$ cat src/rtl/bayer_bilinear_demosaic_core_defines.svh
// Assertion macros shared by the demosaic core RTL.
// Needs clk and rst_n in scope at the point of use.
`ifndef BAYER_BILINEAR_DEMOSAIC_CORE_DEFINES_SVH
`define BAYER_BILINEAR_DEMOSAIC_CORE_DEFINES_SVH

// Same-cycle implication, checked out of reset.
`define BBD_ASSERT_IMP(label, ante, cons, msg) \
  label: assert property (@(posedge clk) disable iff (!rst_n) (ante) |-> (cons)) \
    else $error(msg);

// Next-cycle implication, checked out of reset.
`define BBD_ASSERT_NXT(label, ante, cons, msg) \
  label: assert property (@(posedge clk) disable iff (!rst_n) (ante) |=> (cons)) \
    else $error(msg);

`endif

$ cat src/rtl/bbd_pkg.sv
// Shared types and codes for the bilinear Bayer demosaic core.
// No dependencies.
package bbd_pkg;

  localparam logic KIND_PIXEL       = 1'b0;

  localparam int   CFG_AW           = 1;
  localparam int   CFG_DW           = 13;
  localparam logic CFG_FRAME_WIDTH  = 1'b0;
  localparam logic CFG_FRAME_HEIGHT = 1'b1;

  localparam int   ROW_W            = 12;
  localparam int   COL_W            = 11;

  localparam int   QUEUE_DEPTH      = 4;
  localparam int   QPTR_W           = 2;

  // Site colour from {row parity, column parity}, GBRG mosaic
  typedef enum logic [1:0] {
    SITE_GB = 2'b00,
    SITE_B  = 2'b01,
    SITE_R  = 2'b10,
    SITE_GR = 2'b11
  } site_t;

  typedef struct packed {
    logic [7:0] top;
    logic [7:0] mid;
    logic [7:0] bot;
  } pix_col_t;

  typedef struct packed {
    logic  row_first;
    logic  row_last;
    logic  col_first;
    logic  col_last;
    site_t site;
  } border_t;

  typedef struct packed {
    pix_col_t         px;
    logic             emit;
    logic             last;
    border_t          border;
    logic [ROW_W-1:0] row_idx;
    logic [COL_W-1:0] col_idx;
  } q_entry_t;

endpackage

$ cat src/rtl/bbd_back.sv
// Back end: 3x3 window, bilinear interpolation and output register.
// Depends on bbd_pkg and bayer_bilinear_demosaic_core_defines.svh.
`include "bayer_bilinear_demosaic_core_defines.svh"

module bbd_back import bbd_pkg::*; (
  input  logic             clk,
  input  logic             rst_n,
  input  logic             not_empty,
  input  q_entry_t         head,
  output logic             pop,
  output logic             out_valid,
  input  logic             out_stall,
  output logic [7:0]       out_red,
  output logic [7:0]       out_green,
  output logic [7:0]       out_blue,
  output logic [ROW_W-1:0] out_row,
  output logic [COL_W-1:0] out_col,
  output logic             out_last_of_frame
);

  typedef enum logic [1:0] {DIV1, DIV2, DIV3, DIV4} div_t;

  function automatic logic [9:0] sum4(input logic [7:0] a, input logic [7:0] b,
                                      input logic [7:0] c, input logic [7:0] d);
    return 10'(a) + 10'(b) + 10'(c) + 10'(d);
  endfunction

  // /3 as multiply by 683/2048, exact for sums up to 765
  function automatic logic [7:0] avg(input logic [9:0] s, input div_t d);
    logic [18:0] p;
    logic [7:0]  q;
    p = 19'(s) * 19'd683;
    unique case (d)
      DIV1: q = s[7:0];
      DIV2: q = s[8:1];
      DIV3: q = p[18:11];
      DIV4: q = s[9:2];
    endcase
    return q;
  endfunction

  localparam logic [7:0] Z = 8'd0;

  pix_col_t win_l_r, win_c_r;
  logic     out_valid_r;
  logic [7:0] red_r, green_r, blue_r;
  logic [ROW_W-1:0] row_r;
  logic [COL_W-1:0] col_r;
  logic     last_r;

  logic [7:0] px_nw, px_n, px_ne, px_w, px_c, px_e, px_sw, px_s, px_se;
  logic [9:0] r_sum, g_sum, b_sum;
  div_t       r_div, g_div, b_div;
  border_t    bd;

  assign pop = not_empty && (!head.emit || !out_valid_r || !out_stall);

  assign px_nw = win_l_r.top;
  assign px_w  = win_l_r.mid;
  assign px_sw = win_l_r.bot;
  assign px_n  = win_c_r.top;
  assign px_c  = win_c_r.mid;
  assign px_s  = win_c_r.bot;
  assign px_ne = head.px.top;
  assign px_e  = head.px.mid;
  assign px_se = head.px.bot;
  assign bd    = head.border;

  always_comb begin
    r_sum = sum4(px_c, Z, Z, Z);
    g_sum = sum4(px_c, Z, Z, Z);
    b_sum = sum4(px_c, Z, Z, Z);
    r_div = DIV1;
    g_div = DIV1;
    b_div = DIV1;
    unique case (bd.site)
      SITE_GB: begin
        if (bd.col_first) begin
          b_sum = sum4(px_e, Z, Z, Z);
        end else begin
          b_sum = sum4(px_e, px_w, Z, Z);
          b_div = DIV2;
        end
        if (bd.row_first) begin
          r_sum = sum4(px_s, Z, Z, Z);
        end else begin
          r_sum = sum4(px_s, px_n, Z, Z);
          r_div = DIV2;
        end
      end
      SITE_GR: begin
        if (bd.row_last) begin
          b_sum = sum4(px_n, Z, Z, Z);
        end else begin
          b_sum = sum4(px_n, px_s, Z, Z);
          b_div = DIV2;
        end
        if (bd.col_last) begin
          r_sum = sum4(px_w, Z, Z, Z);
        end else begin
          r_sum = sum4(px_w, px_e, Z, Z);
          r_div = DIV2;
        end
      end
      SITE_B: begin
        if (bd.row_first && bd.col_last) begin
          r_sum = sum4(px_sw, Z, Z, Z);
          g_sum = sum4(px_s, px_w, Z, Z);
          g_div = DIV2;
        end else if (bd.row_first) begin
          r_sum = sum4(px_sw, px_se, Z, Z);
          r_div = DIV2;
          g_sum = sum4(px_s, px_e, px_w, Z);
          g_div = DIV3;
        end else if (bd.col_last) begin
          r_sum = sum4(px_nw, px_sw, Z, Z);
          r_div = DIV2;
          g_sum = sum4(px_s, px_n, px_w, Z);
          g_div = DIV3;
        end else begin
          r_sum = sum4(px_nw, px_ne, px_sw, px_se);
          r_div = DIV4;
          g_sum = sum4(px_s, px_n, px_w, px_e);
          g_div = DIV4;
        end
      end
      SITE_R: begin
        if (bd.row_last && bd.col_first) begin
          g_sum = sum4(px_e, px_n, Z, Z);
          g_div = DIV2;
          b_sum = sum4(px_ne, Z, Z, Z);
        end else if (bd.col_first) begin
          g_sum = sum4(px_e, px_n, px_s, Z);
          g_div = DIV3;
          b_sum = sum4(px_ne, px_se, Z, Z);
          b_div = DIV2;
        end else if (bd.row_last) begin
          g_sum = sum4(px_e, px_w, px_n, Z);
          g_div = DIV3;
          b_sum = sum4(px_ne, px_nw, Z, Z);
          b_div = DIV2;
        end else begin
          g_sum = sum4(px_e, px_w, px_n, px_s);
          g_div = DIV4;
          b_sum = sum4(px_ne, px_nw, px_se, px_sw);
          b_div = DIV4;
        end
      end
    endcase
  end

  always_ff @(posedge clk) begin
    if (!rst_n) begin
      out_valid_r <= 1'b0;
      win_l_r     <= '0;
      win_c_r     <= '0;
    end else begin
      if (pop) begin
        win_l_r <= win_c_r;
        win_c_r <= head.px;
      end
      if (pop && head.emit) begin
        out_valid_r <= 1'b1;
      end else if (!out_stall) begin
        out_valid_r <= 1'b0;
      end
    end
  end

  always_ff @(posedge clk) begin
    if (pop && head.emit) begin
      red_r   <= avg(r_sum, r_div);
      green_r <= avg(g_sum, g_div);
      blue_r  <= avg(b_sum, b_div);
      row_r   <= head.row_idx;
      col_r   <= head.col_idx;
      last_r  <= head.last;
    end
  end

  assign out_valid         = out_valid_r;
  assign out_red           = red_r;
  assign out_green         = green_r;
  assign out_blue          = blue_r;
  assign out_row           = row_r;
  assign out_col           = col_r;
  assign out_last_of_frame = last_r;

  `BBD_ASSERT_NXT(a_emit_loads_out, pop && head.emit, out_valid_r, "emitted transaction lost")

endmodule

$ cat config.mk
export PLATFORM = sky130hd
export DESIGN_NAME = bbd_back
export DESIGN_NICKNAME = d
export VERILOG_FILES = /design/src/rtl/bbd_pkg.sv /design/src/rtl/bbd_back.sv
export VERILOG_INCLUDE_DIRS = /design/src /design/src/rtl
export SDC_FILE = /design/constraint.sdc
export NUM_CORES = 1
export LEC_CHECK = 0
export ABC_AREA = 1
export ABC_CLOCK_PERIOD_IN_PS = 20500
export BUFFER_PORTS_ARGS = -buffer_cell sky130_fd_sc_hd__buf_4
export CAP_MARGIN = 40
export CORE_ASPECT_RATIO = 2
export CORE_MARGIN = 3
export CORE_UTILIZATION = 30
export DETAILED_ROUTE_END_ITERATION = 8
export PLACE_DENSITY = 0.43
export SLEW_MARGIN = 10
export SYNTH_ARGS = -nofsm -noshare
export SYNTH_HDL_FRONTEND = slang
export SYNTH_SLANG_ARGS = --single-unit
$ cat constraint.sdc
create_clock -name clk -period 20.5 [get_ports clk]
set_input_delay 4.1 -clock clk [delete_from_list [all_inputs] [get_ports clk]]
set_output_delay 4.1 -clock clk [all_outputs]
set_load 0.02 [all_outputs]
==> metrics list <==
* Flop pwr share: 0.121
- Of the synthesized area, sequential elements account for 0.145.
- Setup bufs post-CTS: 0
- Startpoint of the worst setup timing path: head[39]
* Post-detailed-route count of antenna-violating nets: 0
* Clk pin slew, worst setup/hold paths: 0.11 ns
* Share of post-route cells with drive strength above 1: 0.0859
* Worst hold-check path type: reg2reg
- Fin util: 0.342
* Pin count of the biggest net entering global routing: 60
- Power density cells: 104 nW/µm²
* CP top delay family: adder cells
* CP arrival: 12.37 ns
- The number of hold violations in the final report is 0.
* Unrepaired setup endpoints after global routing: false
* Critical Path Source Type: primary input
- In the routed layout, each cell is associated on average with a via count of 5.19.
* Final worst clock skew: 0.0330 ns
* Count of boundary I/O pins: 109
- First-pass GRT wire length: 107000 µm
* Data required time of the critical path: 20.65 ns
* Crit path to: out_green[6]$_DFFE_PP_
- Averaged over all synthesized cells, the footprint is 7.10 µm².
- The via count of the first global-routing pass is 17.0k.
- Post-placement setup slack: 7.94 ns
- Most frequently used cell type in the post-synthesis netlist: nand2_1
- Summed over all cells, the static leakage comes to 0.00983 µW.
- Growth of design area from synthesis to finish: 12.0%
- Portion of total power attributed to combinational logic: 0.774
- In the finished design, the share of the clock period the worst path needs comes to 0.596.
* Crit Reg-Reg Startpoint: px_n[0]$_SDFFE_PN0P_
- Flip-flop cell with the highest count after synthesis: dfxtp_1
- Reg2reg setup slack: 11.39 ns
- Run status: finished clean
* Cell area after layout: 18800 µm²
- Number of flops mapped to enable cells by yosys: 48
* Placer's final routability congestion estimate: 0.923
* Die H: 340 µm
- After routing, the total negative slack on setup checks comes to 0 ns.
* Overall via count from detail_route: 16.6k
- The first routing iteration left 972 violations.
* Clock buffers created by TritonCTS: 9
- Placeable core area: 54800 µm²
* Most area-consuming cells after synthesis: ha_1, nand2_1, fa_1
- The later pin in the worst-skew pair is clocked with a latency of 0.41 ns.
- The count of buffers added on input and output ports is 108.
- Setup violations remaining at the end of the flow were counted as 0.
- Largest fanout of any net on the critical path: 6
- Final setup slack of the worst path: 8.28 ns
- Max-cap violations in this run came to 0.
- Worst slew margin relative to its limit: 0.403
- The synthesized design contains 97 register bits.
* Net total in the final layout: 2910
- In this run the cell area measured after placement is 18400 µm².
* Max-slew violation count: 0
- After floorplanning, the core was divided into 121 placement rows.
- CTS placed an instance of clkbuf_16 at the clock tree root.
- Across the VDD grid, the largest voltage drop is 0.126 mV.
- The worst path in the final design needs a cycle of 12.22 ns, including I/O delays and setup.
* Placed wire-length estimate: 61000 µm
* Count of cell instances traversed by the critical path: 44
- Instance count of the mapped netlist: 2359
- CTS built an H-tree with a depth of 3.
* R2R depth: 44
- Area of the mapped netlist: 16800 µm²
- The initial utilization of the core area, before any placement, comes to 0.306.
- The most numerous cell type found on the critical path is nand2_1.
- The repair_antennas step left the layout with diodes totalling 0.
- Overall die width: 173 µm
- Counting instances, the worst hold path has a depth of 2.
* Count of buffering cells on the critical path with inverters included: 6
* Average detailed-routed wire length per instance: 22.9 µm
- For this block, the routed nets add up to 73100 µm of wire.
* First-pass iteration count of the detailed router: 6
- For this run, asynchronously set or reset flops after synthesis account for 0.
- Of the total power, the clock network draws 0.105.
* Internal power summed over all cells: 868 µW
* Fraction of power spent switching nets: 0.556
- CTS Buffer Depth: 2
- Highest-delay cell along the critical path: fa_1
- Crit path capture type: register
* Setup Crit Path Kind: in2reg
- In this design, the stage delay of the slowest critical-path cell is 0.53 ns.
* Count of synthesis-stage warnings from yosys: 0
* GR Overflow Total: 0
- For this run, the top clock speed supported by timing is 81.8 MHz.
- Post-synth top area share: 0.228
- Endpoint of the worst register-to-register path: out_green[6]$_DFFE_PP_
* Cts-stage hold buffer count: 0
- In the routed design, unresolved DRC markers number 0.
- Total of cells resized after clock tree synthesis: 0
- Die footprint: 58900 µm²
- In the global route stage, overall resource usage came out at 0.246.
- Transition time of the tightest slew-check pin: 0.896 ns
- After synthesis, the netlist uses 56 different library cells.
* Net switching power: 1090 µW
- Synthesized Nets: 2817
- The number of antenna violations at the first check in global routing was 1.
* TritonCTS clock tree: built
- Synth top cells by count: nand2_1, inv_1, ha_1
- Cell taking the most area after synthesis: ha_1
- The tree built by TritonCTS fans out to 97 sinks.
[kinds of logic (layout without fill, tap and decap cells)]
family / Yosys count / count (layout) / share of synthesized area
AND/OR/NAND/NOR: 934 / 934 / 0.237
AO/OA/AOI/OAI: 463 / 463 / 0.151
buffers and inverters: 402 / 500 / 0.0941
adder cells (fa/ha/maj): 399 / 399 / 0.340
flip-flops: 97 / 97 / 0.145
XOR/XNOR: 64 / 64 / 0.0335
[per-layer routing]
| metal | up-vias | track usage | wire length, µm |
|---|---|---|---|
| met5 | - | 0 | 0 |
| met4 | 0 | 0.187 | 6810 |
| met3 | 197 | 0.0198 | 1980 |
| met2 | 490 | 0.494 | 40700 |
| met1 | 7836 | 0.222 | 23700 |
| li1 | 8046 | - | - |
[worst min-delay path by stage]
stage,end,slack [ns],start
detailed placement,px_w[1]$_SDFFE_PN0P_,0.52,px_c[1]$_SDFFE_PN0P_
global placement,px_w[1]$_SDFFE_PN0P_,0.52,px_c[1]$_SDFFE_PN0P_
CTS,px_w[1]$_SDFFE_PN0P_,0.55,px_c[1]$_SDFFE_PN0P_
global route,out_valid$_SDFFE_PN0P_,0.60,out_valid$_SDFFE_PN0P_
floorplan,px_c[5]$_SDFFE_PN0P_,0.48,px_c[5]$_SDFFE_PN0P_
finish,px_w[1]$_SDFFE_PN0P_,0.55,px_c[1]$_SDFFE_PN0P_
[placed cells by master (no fill, tap or decap), types with 7 or more instances in the layout]
cell / netlist / layout
a21oi_1: 207 / 207
a31oi_1: 8 / 8
buf_4: 4 / 130
clkbuf_16: 0 / 9
dfxtp_1: 49 / 49
edfxtp_1: 48 / 48
fa_1: 94 / 94
ha_1: 305 / 305
inv_1: 329 / 328
inv_2: 18 / 19
nand2_1: 543 / 542
nand2_2: 15 / 16
nand3_1: 118 / 118
nand3b_1: 8 / 8
nand4_1: 40 / 40
nor2_1: 162 / 162
nor3_1: 14 / 14
o211ai_1: 17 / 17
o21ai_0: 151 / 151
o21ai_1: 27 / 27
o21bai_1: 7 / 7
o221ai_1: 7 / 7
or2_1: 7 / 7
xnor2_1: 24 / 24
xor2_1: 40 / 40
[sequential cells by signal (all words and copies together) (netlist names)]
register	cells
out_last_of_frame	1
out_row	12
px_s	8
out_green	8
px_nw	8
out_valid	1
px_w	8
px_n	8
px_c	8
out_blue	8
out_red	8
px_sw	8
out_col	11
[worst reg2reg max path: cells and delay by family, from the launching register on]
family	cells	cell delay (ns)
AOI/OAI and AO/OA	4	1.13
xor gates and xnor gates	2	0.68
adders and majority gates	10	3.90
buffers and inverters	5	0.38
DFF	1	0.31
and+or+nand+nor	23	2.44
[area by class of cell]
cell class	count	area (µm²)
clock buffer	9	225
clock inverter	7	98.8
fill	6067	36000
inverter	352	1330
multi-input combinational	1860	12800
sequential	97	2420
tap	738	923
timing repair buffer	132	1000
[power groups by stage]
stage / Clock, µW / Sequential, µW / Combinational [µW]
floorplan: 0 / 245 / 1060
global placement: 0 / 241 / 1500
detailed placement: 0 / 241 / 1510
CTS: 211 / 237 / 1520
global route: 215 / 238 / 1720
finish: 205 / 237 / 1510
[per-stage QoR]
step                power, µW  hold WS (ns)  cells
floorplan                1300         0.477   2359
global placement         1740         0.522   3176
detailed placement       1750         0.521   3179
CTS                      1970         0.546   3195
global route             2180         0.599   3195
finish                   1950         0.549   3195
Note: power is estimated with default switching activity, not from simulation.
