--- src/rtl/bayer_bilinear_demosaic_core_defines.svh ---
// Assertion macros shared by the demosaic core RTL.
// Needs clk and rst_n in scope at the point of use.
`ifndef BAYER_BILINEAR_DEMOSAIC_CORE_DEFINES_SVH
`define BAYER_BILINEAR_DEMOSAIC_CORE_DEFINES_SVH

// Same-cycle implication, checked out of reset.
`define BBD_ASSERT_IMP(label, ante, cons, msg) \
  label: assert property (@(posedge clk) disable iff (!rst_n) (ante) |-> (cons)) \
    else $error(msg);

// Next-cycle implication, checked out of reset.
`define BBD_ASSERT_NXT(label, ante, cons, msg) \
  label: assert property (@(posedge clk) disable iff (!rst_n) (ante) |=> (cons)) \
    else $error(msg);

`endif

--- src/rtl/bbd_pkg.sv ---
// Shared types and codes for the bilinear Bayer demosaic core.
// No dependencies.
package bbd_pkg;

  localparam logic KIND_PIXEL       = 1'b0;

  localparam int   CFG_AW           = 1;
  localparam int   CFG_DW           = 13;
  localparam logic CFG_FRAME_WIDTH  = 1'b0;
  localparam logic CFG_FRAME_HEIGHT = 1'b1;

  localparam int   ROW_W            = 12;
  localparam int   COL_W            = 11;

  localparam int   QUEUE_DEPTH      = 4;
  localparam int   QPTR_W           = 2;

  // Site colour from {row parity, column parity}, GBRG mosaic
  typedef enum logic [1:0] {
    SITE_GB = 2'b00,
    SITE_B  = 2'b01,
    SITE_R  = 2'b10,
    SITE_GR = 2'b11
  } site_t;

  typedef struct packed {
    logic [7:0] top;
    logic [7:0] mid;
    logic [7:0] bot;
  } pix_col_t;

  typedef struct packed {
    logic  row_first;
    logic  row_last;
    logic  col_first;
    logic  col_last;
    site_t site;
  } border_t;

  typedef struct packed {
    pix_col_t         px;
    logic             emit;
    logic             last;
    border_t          border;
    logic [ROW_W-1:0] row_idx;
    logic [COL_W-1:0] col_idx;
  } q_entry_t;

endpackage

--- src/rtl/bbd_queue.sv ---
// Short transaction queue between the front end and the interpolation back end.
// Depends on bbd_pkg and bayer_bilinear_demosaic_core_defines.svh.
`include "bayer_bilinear_demosaic_core_defines.svh"

module bbd_queue import bbd_pkg::*; (
  input  logic     clk,
  input  logic     rst_n,
  input  logic     push,
  input  q_entry_t push_entry,
  output logic     full,
  input  logic     pop,
  output logic     not_empty,
  output q_entry_t head
);

  q_entry_t          slot_r [QUEUE_DEPTH];
  logic [QPTR_W-1:0] wr_ptr_r, rd_ptr_r;
  logic [QPTR_W:0]   count_r;

  assign full      = (count_r == (QPTR_W+1)'(QUEUE_DEPTH));
  assign not_empty = (count_r != '0);
  assign head      = slot_r[rd_ptr_r];

  always_ff @(posedge clk) begin
    if (push) begin
      slot_r[wr_ptr_r] <= push_entry;
    end
  end

  always_ff @(posedge clk) begin
    if (!rst_n) begin
      wr_ptr_r <= '0;
      rd_ptr_r <= '0;
      count_r  <= '0;
    end else begin
      if (push) wr_ptr_r <= wr_ptr_r + QPTR_W'(1);
      if (pop)  rd_ptr_r <= rd_ptr_r + QPTR_W'(1);
      count_r <= count_r + (QPTR_W+1)'(push) - (QPTR_W+1)'(pop);
    end
  end

  `BBD_ASSERT_IMP(a_no_underflow, pop, count_r != '0, "pop from empty queue")

endmodule

--- config.mk ---
export PLATFORM = sky130hd
export DESIGN_NAME = bbd_queue
export DESIGN_NICKNAME = d
export VERILOG_FILES = /design/src/rtl/bbd_pkg.sv /design/src/rtl/bbd_queue.sv
export VERILOG_INCLUDE_DIRS = /design/src /design/src/rtl
export SDC_FILE = /design/constraint.sdc
export NUM_CORES = 1
export LEC_CHECK = 0
export BUFFER_PORTS_ARGS = -buffer_cell sky130_fd_sc_hd__buf_2
export CORE_MARGIN = 2
export CORE_UTILIZATION = 35
export DETAILED_ROUTE_END_ITERATION = 10
export REMOVE_ABC_BUFFERS = 1
export SYNTH_ARGS = -nofsm -noshare
export SYNTH_HDL_FRONTEND = slang
export SYNTH_SLANG_ARGS = --single-unit
--- constraint.sdc ---
create_clock -name clk -period 2.3 [get_ports clk]
set_input_delay 0.115 -clock clk [delete_from_list [all_inputs] [get_ports clk]]
set_output_delay 0.115 -clock clk [all_outputs]
set_load 0.005 [all_outputs]
==> impl_metrics.ini, run 1 <==
[timing]
period_minus_slack_ns = 2.168
finalMaxSlewViolations = 0
holdWs_ns = 0.3642
fmax_mhz = 461.3
finalWorstSetupSlack_ns = 0.1321
setup-violations-final = 0
period_share = 0.9426
relSlewSlack = 0.7419
max_slew.worst_pin.slew_ns = 0.3871
fin_skew_ns = 0.004022
grt_setup_unrepaired = false
hold_violations = 0

[logic_synthesis]
ys_warn_count = 0
ys_types = 21
synthCells = 330
syn_area_um2 = 8449
synth_area_per_cell_um2 = 25.60
synth-seq-cells = 229
seq_area_frac_synth = 0.8032

[critical_path]
start_kind = flop
max_stage_delay_ns = 0.56
cp_max_fo = 34
worst_ep_arrival_time_ns = 2.05
crit_chain = buf_12 > mux4_2 > buf_2
cp_slowest_cell = mux4_2
crit_required_ns = 2.18
cp_top_family = multiplexers
path_buf_inv = 2
critPathCaptureType = output pin
crit_type = reg -> out

[flow_run]
max_cap_violations = 0

[placement]
place_ws_ns = 0.5300
dp_hpwl_um = 9784
port-buffer-count = 115
place_area_um2 = 9463
gp_congestion = 0.6232

[floorplan]
ioPinCount = 116
core-area_um2 = 23610
initial_core_util = 0.3578
die_x_um = 159.4
rows = 56
die_area_um2 = 25400
die-height_um = 159.4

[finish]
fin_area_um2 = 10750
final_cell_mix = 220 x edfxtp_1, 115 x buf_2, 58 x dlygate4sd3_1, 50 x mux4_2, 25 x clkbuf_16
diodes = 0
layout_commonest_cell = edfxtp_1
fillCellCount = 2028
utilization = 0.4553
syn2layout_area_growth_pct = 27.25
layout-drive-gt1-share = 0.3993
nets = 595

[grt]
first_global_vias = 4467
grt_pass1_wl_um = 25340
gr-total-overflow = 0
grt_util_all_layers = 0.1281
grt_max_degree = 35
antenna_found_initial = 0

[drt]
wl_met2_um = 8260
drt_iter0_markers = 218
wl_met1_um = 6889
first_pass_iters = 4
wirelength_um = 16170
top_layer = met4
avgRoutedWirePerCell_um = 18.69
viasPerCell = 4.588
vias = 3969
postRouteAntennaNets = 0
wl_met3_um = 753
drc_errors = 0

[clock_tree]
cts_root_buf = clkbuf_16
path_clk_slew_ns = 0.06
h-tree-depth = 1
insertion_delay_ns = 0.50
clock_path_buffers = 3
cts_buffers = 24
cts.sinks = 229
tritoncts = yes

[worst_hold_path]
hold_path_class = in -> reg

[run_status]
outcome = finished, final reports clean

[pwr]
vdd_ir_drop_max_uv = 580.6
power_density_nw_per_um2 = 859.9
finalPower_mw = 9.245
leakage_nw = 3.695
[registers in the layout, summed over array words and instances (netlist names), named ones only]
signal,count
rd_ptr_r,2
wr_ptr_r,2
slot_r,220
count_r,3
[cell families after synthesis]
group                    share of synthesized area
AO/OA/AOI/OAI                             0.001776
XOR/XNOR                                  0.004887
adder cells (fa/ha/maj)                    0.01125
buffers and inverters                      0.01984
flip-flops                                  0.8032
multiplexers                                0.1500
AND/OR/NAND/NOR                           0.009035
[worst paths after layout]
check	slack, ns	from	endpoint	depth (start not counted)
worst max-delay path	0.13	flop	head[48]	3
worst min-delay path	0.36	push_entry[15]	slot_r[2][15]	2
worst max register to register	0.54	count_r[0]	count_r[2]	7
worst min register to register	0.53	rd_ptr_r[0]	flop	2
[cell type report]
type / instances / area, um^2 / area share
repair buffers: 185 / 1321 / 0.1229
clock inverters: 14 / 67.56 / 0.006284
inverters: 7 / 26.28 / 0.002444
clock buffers: 29 / 640.6 / 0.05958
multi-input cells: 82 / 1505 / 0.1400
flip-flops and latches: 229 / 6792 / 0.6317
well taps: 319 / 399.1 / 0.03712
[power breakdown]
| group | internal [mW] | switching, mW | total (mW) |
|---|---|---|---|
| clock network | 1.97 | 1.49 | 3.46 |
| registers | 4.79 | 0.0692 | 4.86 |
| logic | 0.502 | 0.419 | 0.921 |
| total | 7.27 | 1.98 | 9.24 |
[cell usage after synthesis, drive strengths merged]
cell	number	area share
xnor2	2	0.0021
inv	7	0.0031
clkbuf	1	0.00059
dfxtp	9	0.021
nand3b	1	0.00089
a21oi	1	0.00059
and2	6	0.0044
ha	6	0.0089
buf	11	0.016
xor3	1	0.0028
a21bo	1	0.0012
mux2i	1	0.0012
mux4	55	0.15
nor2	5	0.0022
edfxtp	220	0.78
fa	1	0.0024
or3	1	0.00074
and3	1	0.00074
[layer usage]
metal | track usage | vias to the layer above
met5 | 0 | -
met4 | 0.03306 | 0
met3 | 0.02527 | 24
met2 | 0.2263 | 105
met1 | 0.1626 | 2038
li1 | - | 1802
[through the flow]
step                      instances  setup TNS (ns)
after detailed placement        764               0
after global placement          764               0
after global routing            865               0
after CTS                       865               0
after floorplan                 318          -43.32
final                           865               0
[worst reg2reg max path, stage by stage (launching register included)]
cell and delay [ns]:
dfxtp_1 0.33, inv_1 0.06, ha_1 0.27, inv_1 0.04, ha_1 0.18, fa_1 0.36, xor3_1 0.38, nor2_1 0.04
[repair_timing]
item / 4_1_cts / 5_1_grt
hold buffers: 58 / 0
endpoints found under the hold margin: 229 / 0
buffers inserted: 0 / 0
gates resized for setup: 0 / 0
(Power assumes the default switching activity.)
==> run 2: changes to the inputs <==
--- a/config.mk
+++ b/config.mk
@@ -7,9 +7,12 @@
 export NUM_CORES = 1
 export LEC_CHECK = 0
 export BUFFER_PORTS_ARGS = -buffer_cell sky130_fd_sc_hd__buf_2
+export CELL_PAD_IN_SITES_DETAIL_PLACEMENT = 1
+export CELL_PAD_IN_SITES_GLOBAL_PLACEMENT = 2
 export CORE_MARGIN = 2
 export CORE_UTILIZATION = 35
 export DETAILED_ROUTE_END_ITERATION = 10
+export PLACE_DENSITY_LB_ADDON = 0.1
 export REMOVE_ABC_BUFFERS = 1
 export SYNTH_ARGS = -nofsm -noshare
 export SYNTH_HDL_FRONTEND = slang
==> run 2 against run 1 <==
  * Largest power group unchanged
  * Fmax rose by 6.6%
  * Critical endpoint is now head[51]
  * Global-route usage is 0.79 points higher
  * Flip-flop and latch count did not move
  * Worst hold slack got worse by 0.014 ns
  * Utilization rose by 0.49 points
  * Die area unchanged
  * Final cell count is 0.92% higher
  * Setup slack better by 0.13 ns
  * Register-to-register slack gained 0.03 ns
  * Sequential power barely moved
==> impl_metrics.ini, run 2 (synthesis results as in run 1) <==
[run_status]
outcome = finished, final reports clean

[drt]
vias = 4052
drt_iter0_markers = 171
viasPerCell = 4.641
postRouteAntennaNets = 0
wirelength_um = 16900
avgRoutedWirePerCell_um = 19.36
first_pass_iters = 4
drc_errors = 0

[timing]
grt_setup_unrepaired = false
finalMaxSlewViolations = 0
period_minus_slack_ns = 2.035
setup_tns_ns = 0
finalWorstSetupSlack_ns = 0.2655
setup-violations-final = 0
hold_violations = 0
relSlewSlack = 0.6925
fmax_mhz = 491.5
max_slew.worst_pin.slew_ns = 0.4612
fin_skew_ns = 0.004447
period_share = 0.8846

[placement]
place_area_um2 = 9500
port-buffer-count = 115
gp_congestion = 0.6666
place_ws_ns = 0.5639
dp_hpwl_um = 10190

[critical_path]
crit_type = reg -> out
start_kind = flop
cp_top_family = multiplexers
path_buf_inv = 2
reg2reg_slack_ns = 0.57
max_stage_delay_ns = 0.61
crit_required_ns = 2.18
cp_max_fo = 29
timing.rr.start = count_r[0]
critPathCaptureType = output pin
r2r_end = count_r[2]
cp_slowest_cell = mux4_1
ff2ff_path_depth = 7
worst_ep_arrival_time_ns = 1.92
crit_chain = buf_12 > mux4_1 > buf_2

[pwr]
leakage_nw = 3.758
finalPower_mw = 9.558
vdd_ir_drop_max_uv = 599.0
power_density_nw_per_um2 = 879.5

[finish]
fillCellCount = 2227
layout-drive-gt1-share = 0.4061
diodes = 0
seqCellArea_um2 = 6792
fin_area_um2 = 10870
nets = 602
syn2layout_area_growth_pct = 28.62
utilization = 0.4603
largest-register = slot_r
top_regs = slot_r: 220 flops, count_r: 3 flops
largest_reg_flops = 220
final_cell_mix = 220 x edfxtp_1, 115 x buf_2, 58 x dlygate4sd3_1, 50 x mux4_2, 27 x clkbuf_16
multi_input_area_um2 = 1505
layout_commonest_cell = edfxtp_1

[floorplan]
die-height_um = 159.4
initial_core_util = 0.3578
die_area_um2 = 25400
ioPinCount = 116
core-area_um2 = 23610
rows = 56
die_x_um = 159.4

[grt]
first_global_vias = 4669
grt_util_all_layers = 0.1361
gr-total-overflow = 0
antenna_found_initial = 0
grt_max_degree = 30
grt_pass1_wl_um = 26660

[clock_tree]
tritoncts = yes
clock_path_buffers = 3
h-tree-depth = 1
path_clk_slew_ns = 0.06
insertion_delay_ns = 0.51
cts.sinks = 229
cts_buffers = 26
ctsResizeCount = 0
cts_root_buf = clkbuf_16

[worst_hold_path]
hold_path_class = in -> reg
holdPathStages = 2
min_from = push_entry[39]
min_to = slot_r[2][39]

[flow_run]
max_cap_violations = 0
## run 2: changes by cell type in the layout (fill, tap and decap cells not counted), sizes merged
cell and change:
bufinv +1, clkbuf +2, buf +5
## run 2: layout make-up
class,instances,share of cell area
clock inverters,15,0.008865
clock buffers,31,0.06355
inverters,7,0.002418
multi-input cells,82,0.1385
well taps,319,0.03673
repair buffers,190,0.1250
flip-flops and latches,229,0.6249
## run 2: what timing repair did
action | CTS | global route
buffers inserted | 0 | 0
setup endpoints to repair | 0 | 0
hold buffers | 58 | 0
endpoints found under the hold margin | 229 | 0
## run 2: routing by layer
layer  up-vias  share of wire  GRT usage
met3        22          0.048    0.03048
met1      2111           0.43     0.1732
met2       103           0.50     0.2374
met4         0          0.020    0.03388
li1       1816              -          -
met5         -              0          0
## run 2: worst max-delay path by stage
stage               startpoint    endpoint  cells after the start
global route              flop     head[0]                      3
floorplan                 flop     head[0]                      1
finish                    flop    head[51]                      3
CTS                       flop    head[51]                      3
global placement    count_r[0]  count_r[2]                      7
detailed placement  count_r[0]  count_r[2]                      7
## run 2: stage by stage
step	std cells	hold slack, ns
CTS	873	0.3290
floorplan	318	0.2139
global route	873	0.3479
finish	873	0.3502
global placement	769	0.3263
detailed placement	769	0.3311
## run 2: power breakdown
group / internal [mW] / switching (mW) / total [mW]
clock network: 2.23 / 1.52 / 3.75
logic: 0.514 / 0.441 / 0.955
registers: 4.79 / 0.0562 / 4.85
==> run 3: changes to the inputs <==
--- a/config.mk
+++ b/config.mk
@@ -9,11 +9,13 @@
 export BUFFER_PORTS_ARGS = -buffer_cell sky130_fd_sc_hd__buf_2
 export CELL_PAD_IN_SITES_DETAIL_PLACEMENT = 1
 export CELL_PAD_IN_SITES_GLOBAL_PLACEMENT = 2
+export CORE_ASPECT_RATIO = 0.6
 export CORE_MARGIN = 2
 export CORE_UTILIZATION = 35
 export DETAILED_ROUTE_END_ITERATION = 10
 export PLACE_DENSITY_LB_ADDON = 0.1
 export REMOVE_ABC_BUFFERS = 1
+export SLEW_MARGIN = 20
 export SYNTH_ARGS = -nofsm -noshare
 export SYNTH_HDL_FRONTEND = slang
 export SYNTH_SLANG_ARGS = --single-unit
==> run 3 against run 2 <==
  * Sequential share of layout area rose by 0.78 points
  * Clock skew up 0.010 ns
  * Non-clock buffer count decreased by 4
  * Setup slack got worse by 0.017 ns
  * Via count is 2.0% lower
  * Sequential power barely moved
  * Die area grew 0.16%
  * Worst hold slack better by 0.014 ns
  * Flip-flop and latch count did not move
  * Fmax decreased by 0.84%
  * Routed wire length up 1.1%
  * Critical endpoint is now head[21]
  * Largest power group unchanged
==> impl_metrics.ini, run 3 (synthesis results as in run 1) <==
[run_status]
outcome = finished, final reports clean

[timing]
relSlewSlack = 0.7452
fmax_mhz = 487.4
holdWs_ns = 0.3640
max_slew.worst_pin.slew_ns = 0.3823
fin_skew_ns = 0.01442
period_minus_slack_ns = 2.052
grt_setup_unrepaired = false
setup-violations-final = 0
hold_violations = 0
finalMaxSlewViolations = 0
period_share = 0.8921

[finish]
diodes = 0
final_cell_mix = 220 x edfxtp_1, 115 x buf_2, 58 x dlygate4sd3_1, 50 x mux4_2, 23 x clkbuf_16
largest-register = slot_r
utilization = 0.4586
top_regs = slot_r: 220 flops, count_r: 3 flops
syn2layout_area_growth_pct = 27.04
nets = 595
largest_reg_flops = 220
layout_commonest_cell = edfxtp_1
layout-drive-gt1-share = 0.4026
fillCellCount = 2162

[grt]
grt_max_degree = 39
gr-total-overflow = 0
grt_pass1_wl_um = 26530
grt_util_all_layers = 0.1386
antenna_found_initial = 0
first_global_vias = 4480

[pwr]
vdd_ir_drop_max_uv = 457.4
power_density_nw_per_um2 = 863.3
leakage_nw = 3.674

[floorplan]
die-height_um = 124.4
die_x_um = 204.6
initial_core_util = 0.3610
ioPinCount = 116
die_area_um2 = 25440
core-area_um2 = 23400
rows = 43

[clock_tree]
tritoncts = yes
cts_root_buf = clkbuf_16
cts.sinks = 229
insertion_delay_ns = 0.50
cts_buffers = 23
post_cts_buffers = 0
clock_path_buffers = 3
ctsResizeCount = 0
path_clk_slew_ns = 0.06
h-tree-depth = 1

[critical_path]
cp_max_fo = 38
start_kind = flop
critPathCaptureType = output pin
crit_type = reg -> out
worst_ep_arrival_time_ns = 1.94
crit_required_ns = 2.18

[drt]
avgRoutedWirePerCell_um = 19.89
drc_errors = 0
vias = 3971
wirelength_um = 17080
first_pass_iters = 4
postRouteAntennaNets = 0
viasPerCell = 4.623
drt_iter0_markers = 145

[worst_hold_path]
hold_path_class = in -> reg

[flow_run]
max_cap_violations = 0

[placement]
dp_hpwl_um = 9975
port-buffer-count = 115
gp_congestion = 0.6844
run 3: changes by cell type in the layout (fill, tap and decap cells not counted), sizes merged:
cell      before  now
buf          132  128
clkinvlp       0    4
clkbuf        31   26
clkinv        14    9
run 3: area by class of cell:
class | count | area, um^2 | share of cell area
Sequential cell | 229 | 6792 | 0.6327
Multi-Input combinational cell | 82 | 1505 | 0.1402
Clock inverter | 14 | 101.3 | 0.009442
Tap cell | 315 | 394.1 | 0.03672
Clock buffer | 26 | 586.8 | 0.05467
Timing Repair Buffer | 186 | 1329 | 0.1238
Inverter | 7 | 26.28 | 0.002448
run 3: path summary, 6_finish.rpt:
check	slack [ns]	end	cells past startpoint	start
setup / recovery	0.25	head[21]	3	flop
setup reg to reg	0.56	count_r[2]	7	count_r[0]
hold reg to reg	0.55	flop	2	rd_ptr_r[1]
hold / removal	0.36	slot_r[3][41]	2	push_entry[41]
run 3: metal layers:
| layer | routed length, um | part of all wire | GRT usage |
|---|---|---|---|
| met2 | 8372 | 0.49 | 0.2285 |
| met1 | 7593 | 0.44 | 0.1858 |
| met3 | 846 | 0.050 | 0.03349 |
| met5 | 0 | 0 | 0 |
| met4 | 272 | 0.016 | 0.03282 |
run 3: per-stage QoR:
step | setup slack [ns] | std cells | TNS, ns | instance area, um^2 | total power, mW
finish | 0.2483 | 859 | 0 | 10730 | 9.267
global route | 0.09092 | 859 | 0 | 10730 | 9.655
CTS | 0.1699 | 859 | 0 | 10730 | 9.422
detailed placement | 0.5602 | 761 | 0 | 9465 | 5.848
global placement | 0.6004 | 761 | 0 | 9465 | 5.821
floorplan | -0.8345 | 318 | -43.32 | 8308 | 5.404
run 3: where the power goes:
group	leakage, nW	switching, mW	internal (mW)
clock	0.330	1.52	1.95
combinational	1.25	0.452	0.506
sequential	2.10	0.0556	4.79
run 3: repair_timing:
action                                  in CTS  in global routing
endpoints found under the hold margin      229                  0
endpoints found under the setup margin       0                  0
hold buffers                                58                  0
run 3: worst max-delay path: stages (launching register included):
cell	delay [ns]
dfxtp_4	0.36
buf_12	0.30
mux4_2	0.59
buf_2	0.15
